File: src/hw/rtl/cap_pkg.sv
// Shared types and constants for the call-arc and PC-sample profiler.
`timescale 1ns / 1ps
`default_nettype none

package cap_pkg;

  localparam int unsigned DATA_W = 32;
  localparam int unsigned PC_W   = 28;
  localparam int unsigned RIDX_W = 14;
  localparam int unsigned CIDX_W = 2;

  localparam int unsigned TABLE_ENTRIES_DEF    = 16384;
  localparam int unsigned BYTES_PER_BUCKET_DEF = 4;

  typedef enum logic [1:0] {
    REQ_CALL    = 2'd0,
    REQ_TICK    = 2'd1,
    REQ_RD_ARC  = 2'd2,
    REQ_RD_HIST = 2'd3
  } req_e;

  typedef enum logic [CIDX_W-1:0] {
    CFG_PROF_ON   = 2'd0,
    CFG_TEXT_LOW  = 2'd1,
    CFG_TEXT_HIGH = 2'd2,
    CFG_LOAD_OFS  = 2'd3
  } cfg_idx_e;

  typedef struct packed {
    logic            prof_on;
    logic [PC_W-1:0] text_low;
    logic [PC_W-1:0] text_high;
    logic [PC_W-1:0] load_ofs;
  } cfg_t;

  // controller -> datapath
  typedef struct packed {
    logic clr_en;
    logic load;
    logic calc;
    logic win;
    logic mul;
    logic div;
    logic rd;
    logic wr;
    logic out_load;
  } cmd_t;

  // datapath -> controller
  typedef struct packed {
    logic clr_last;
    logic out_free;
  } sts_t;

endpackage

`default_nettype wire

File: src/hw/rtl/cap_ctrl.sv
// Profiler controller: clear sweep after reset, then one item at a time through the stages.
`timescale 1ns / 1ps
`default_nettype none

module cap_ctrl (
  input  logic          clk_i,
  input  logic          rst_ni,
  input  logic          in_valid_i,
  output logic          in_stall_o,
  input  cap_pkg::sts_t sts_i,
  output cap_pkg::cmd_t cmd_o
);
  import cap_pkg::*;

  typedef enum logic [3:0] {
    ST_CLEAR,
    ST_IDLE,
    ST_CALC,
    ST_WIN,
    ST_MUL,
    ST_DIV,
    ST_RD,
    ST_WR,
    ST_HOLD
  } state_e;

  state_e state_q, state_d;

  always_comb begin
    cmd_o   = '0;
    state_d = state_q;
    unique case (state_q)
      ST_CLEAR: begin
        cmd_o.clr_en = 1'b1;
        if (sts_i.clr_last) begin
          state_d = ST_IDLE;
        end
      end
      ST_IDLE: begin
        cmd_o.load = in_valid_i;
        if (in_valid_i) begin
          state_d = ST_CALC;
        end
      end
      ST_CALC: begin
        cmd_o.calc = 1'b1;
        state_d    = ST_WIN;
      end
      ST_WIN: begin
        cmd_o.win = 1'b1;
        state_d   = ST_MUL;
      end
      ST_MUL: begin
        cmd_o.mul = 1'b1;
        state_d   = ST_DIV;
      end
      ST_DIV: begin
        cmd_o.div = 1'b1;
        state_d   = ST_RD;
      end
      ST_RD: begin
        cmd_o.rd = 1'b1;
        state_d  = ST_WR;
      end
      ST_WR: begin
        // table write happens once here; the result may wait in HOLD
        cmd_o.wr       = 1'b1;
        cmd_o.out_load = sts_i.out_free;
        state_d        = sts_i.out_free ? ST_IDLE : ST_HOLD;
      end
      ST_HOLD: begin
        cmd_o.out_load = sts_i.out_free;
        if (sts_i.out_free) begin
          state_d = ST_IDLE;
        end
      end
      default: begin
        state_d = ST_IDLE;
      end
    endcase
  end

  always_ff @(posedge clk_i or negedge rst_ni) begin
    if (!rst_ni) begin
      state_q <= ST_CLEAR;
    end else begin
      state_q <= state_d;
    end
  end

  assign in_stall_o = (state_q != ST_IDLE);

`ifndef SYNTH
  a_accept_calc: assert property (@(posedge clk_i) disable iff (!rst_ni)
    (in_valid_i && !in_stall_o) |=> (state_q == ST_CALC))
    else $error("accepted beat did not start processing");

  a_one_stage: assert property (@(posedge clk_i) disable iff (!rst_ni)
    $onehot0({cmd_o.load, cmd_o.calc, cmd_o.win, cmd_o.mul, cmd_o.div, cmd_o.rd, cmd_o.wr}))
    else $error("more than one stage active");
`endif

endmodule

`default_nettype wire

File: config.mk
export PLATFORM = sky130hd
export DESIGN_NAME = cap_ctrl
export DESIGN_NICKNAME = d
export VERILOG_FILES = /design/src/hw/rtl/cap_pkg.sv /design/src/hw/rtl/cap_ctrl.sv
export SDC_FILE = /design/constraint.sdc
export NUM_CORES = 1
export LEC_CHECK = 0
export ABC_AREA = 0
export BUFFER_PORTS_ARGS = -buffer_cell sky130_fd_sc_hd__buf_4
export CORE_AREA = 2 2 39 41
export DETAILED_ROUTE_END_ITERATION = 12
export DIE_AREA = 0 0 41 43
export GPL_ROUTABILITY_DRIVEN = 0
export GPL_TIMING_DRIVEN = 1
export PLACE_DENSITY_LB_ADDON = 0.15
export SYNTH_ARGS = -nofsm -noshare
export SYNTH_HDL_FRONTEND = slang
export SYNTH_SLANG_ARGS = --single-unit
export TNS_END_PERCENT = 10
File: constraint.sdc
create_clock -name clk_i -period 1.2 [get_ports clk_i]
set_input_delay 0.12 -clock clk_i [delete_from_list [all_inputs] [get_ports clk_i]]
set_output_delay 0.12 -clock clk_i [all_outputs]
set_load 0.02 [all_outputs]
-- After elaboration in Yosys (flattened, before gate mapping)
Index checks and enable logic that the tools add are counted.
- bits of input ports: 5
- output and inout bits: 10
- flip-flop bits (word level): 4
- logic and storage cells: 30
- multiplexer cells: 14
- equal/unequal tests: 12
- reductions and logical operators: 3
- operators with widths (operator ; number):
    4-bit case mux with 9 select lines ; 1
    4-bit by 3-bit == test with 1-bit output (second input constant) ; 4
    4-bit two-way mux ; 4
    1-bit two-way mux ; 9
    4-bit by 2-bit == test with 1-bit output (second input constant) ; 2
    2-bit != test (second input constant) ; 3
    4-bit by 1-bit == test with 1-bit output (second input constant) ; 1
    4-bit == test (second input constant) ; 1
    4-bit zero test ; 1
    4-bit by 1-bit != test with 1-bit output (second input constant) ; 1
    3-bit AND reduction ; 1
    2-bit OR reduction ; 1

-- Logic depth before layout (Yosys ltp)
- depth in word-level cells: 3
- mapped depth: 4

-- Worst setup path before layout
Ideal clock, no wire load.
- path kind: register to output
- start: reg state_q[3]
- end: out cmd_o[0] in the netlist's numbering
- arrival: 1.263 ns
- path buffers: 1
- setup slack: -0.183 ns
- cell stages (with the launch flop): 5
- cells stage by stage: dfrtp_1 buf_6 and4b_1 a21oi_1 nor2b_1
- RTL lines (element ; line ; source):
    from (decl) ; cap_ctrl.sv:27 ; state_e state_q, state_d;
    from (signal assigned) ; cap_ctrl.sv:87 ; state_q <= state_d;
    to (decl) ; cap_ctrl.sv:11 ; output cap_pkg::cmd_t cmd_o

==> metrics.txt <==
Final ANT Viol Nets 0; layout overhead on the synthesized area 106%; Worst-Margin Slew 184 ps; First DRT Iteration DRCs 2; Placed Cells 69; RSZ-0062 raised after global routing true; Max VDD drop 0.983 mV; vias in the first global route 337; # diodes 0; synthesized area per cell 8.43 sq um; max incr delay on CP 410 ps; max reg flops 4; Power Density 2740 mW/mm^2; CTS tree built; Area after DPL 447 sq um; largest net degree at the start of global routing 8; DPL Wire Length 610 microns; Max Cap Viol 0; CP max stage cell dfrtp_1; # IOs 15; critical path data arrival time 1270 ps; Largest regs state_q x4; Leak Pwr 0.000276 uW; clk_lat worst skew 230 ps; hold path startpoint sts_i[0]; Tot GR Track Use 13.0%; via density per instance 4.51; DRC errors left 0; Num CTS Buffers 3; Row Count 14; post-layout minimum cycle time 1390 ps; Final Cycle Share 116%; share of cells above drive strength 1 67.2%; Core Area 0.00138 sq mm; grt total ovfl 0; Max Root-Sink Buffers 2; Hold Path Depth 2; worst path required time 1080 ps; Final Hold Viols 0; Final Max Slew Viols 0; starting density of the core 20.7%; Reg2Reg Depth 6; Layout Nets 68; FF-to-FF End state_q[3]; RR Startpoint state_q[0]; clk sink count 4; H-tree depth 1; initial antenna violation count 0; clk slew on worst S/H paths 40 ps; YS warnings 0; Startpoint Class register; Hold Crit Endpoint state_q[3]; Die ar. 0.00176 sq mm; Mapped Nets 39; Root Driver clkbuf_4; synthesized area 287 sq um; pre-CTS WS -7.57 ps; register area share after synthesis 34.9%; Setup WS post-layout -194 ps; Pre-antenna DRT Iters 2; drt total wl 941 microns; post-route non-filler standard cell count 77; first-pass GRT wire length 1520 microns; most common cell after layout, fill and taps aside buf_4; Worst R2R Setup Slack -80 ps; overall die height 43 microns; utilization after layout 42.7%; Hold Crit Class in -> reg; per-cell routed wire length 12.2 microns; Worst slew margin 87.7%; critical path endpoint category primary output; Distinct cells, synth 18; clock skew 1.86 ps; Post-Synthesis Cells 34; synthesis-stage register bit count 4; Max Fclk 717 MHz; crit path max fanout 4; Port Buffers 14; Biggest register state_q; Die W 41 microns; CP Class reg -> out; design area 591 sq um; worst path cell trace and4b_1 > a21oi_2 > nor2b_2 > buf_6; most frequent cells in the layout buf_4 (17), buf_6 (9); final setup fails 11; failing checks setup timing; outcome complete, but fails checks; total number of vias 347
==> area by class of cell <==
| cell class | count | area, sq um |
|---|---|---|
| flip-flops and latches | 4 | 104 |
| clock buffers | 3 | 22.5 |
| fillers | 143 | 793 |
| well taps | 16 | 20.0 |
| multi-input cells | 26 | 201 |
| inverters | 1 | 3.75 |
| repair buffers | 27 | 239 |
==> worst max-delay path by stage <==
stage	startpoint	endpoint	depth (start not counted)
floorplan	state_q[3]	cmd_o[0]	4
global placement	state_q[1]	cmd_o[0]	4
detailed placement	state_q[1]	cmd_o[0]	4
CTS	state_q[1]	cmd_o[8]	3
global route	state_q[1]	cmd_o[0]	4
finish	state_q[3]	cmd_o[0]	4
==> stage by stage <==
stage | total power [uW] | TNS (ps) | hold WS [ps]
final | 1620 | -1340 | 60.5
after CTS | 1540 | -1320 | 56.4
after global routing | 1750 | -2180 | 48.0
after global placement | 1160 | -5.41 | -81.0
after floorplan | 813 | -102 | -176
after detailed placement | 1150 | -7.57 | -81.6
==> layer usage <==
layer | global-route usage [%] | part of all wire (%) | wire (microns)
met3 | 6.81 | 5.7 | 54
met2 | 18.8 | 51 | 482
met1 | 17.3 | 43 | 404
met5 | 0 | 0 | 0
met4 | 2.00 | 0 | 0
==> cell usage after synthesis (all sizes together) <==
cell	n	area share, %
a32oi	1	3.1
a31oi	1	2.2
nor3	5	8.7
and2b	1	2.6
nor2b	1	2.2
nor2	4	5.2
and4b	1	3.5
nor4	1	2.2
inv	1	1.3
xor2	1	3.1
o21ai	1	1.7
dfrtp	4	35
nand2b	1	2.2
mux2i	1	3.5
and3	2	4.4
nand2	3	3.9
buf	3	12
a21oi	2	3.5
==> what timing repair did <==
action / 4_1_cts / 5_1_grt
gates resized for setup: 15 / 6
setup buffers: 4 / 0
pin swaps: 3 / 2
hold buffers: 1 / 0
gates cloned: 0 / 0
endpoints found under the hold margin: 4 / 0
setup endpoints to repair: 10 / 12
==> power breakdown <==
group	internal, uW	switching (uW)
logic	585	533
clock network	112	54.3
registers	206	127
==> critical path: cells and delay by family (launching register included) <==
kind	cells	cell delay, ps
compound gates	1	60
buf+inv	1	120
flops	1	410
simple gates	2	440
==> logic make-up after synthesis <==
kind of cell	count (synthesis)	share of synthesized area, %
XOR/XNOR	1	3.06
AO/OA/AOI/OAI	5	10.5
multiplexers	1	3.49
flip-flops	4	34.9
AND/OR/NAND/NOR	19	34.9
buffers and inverters	4	13.1
Power figures use the tool's default switching activity.
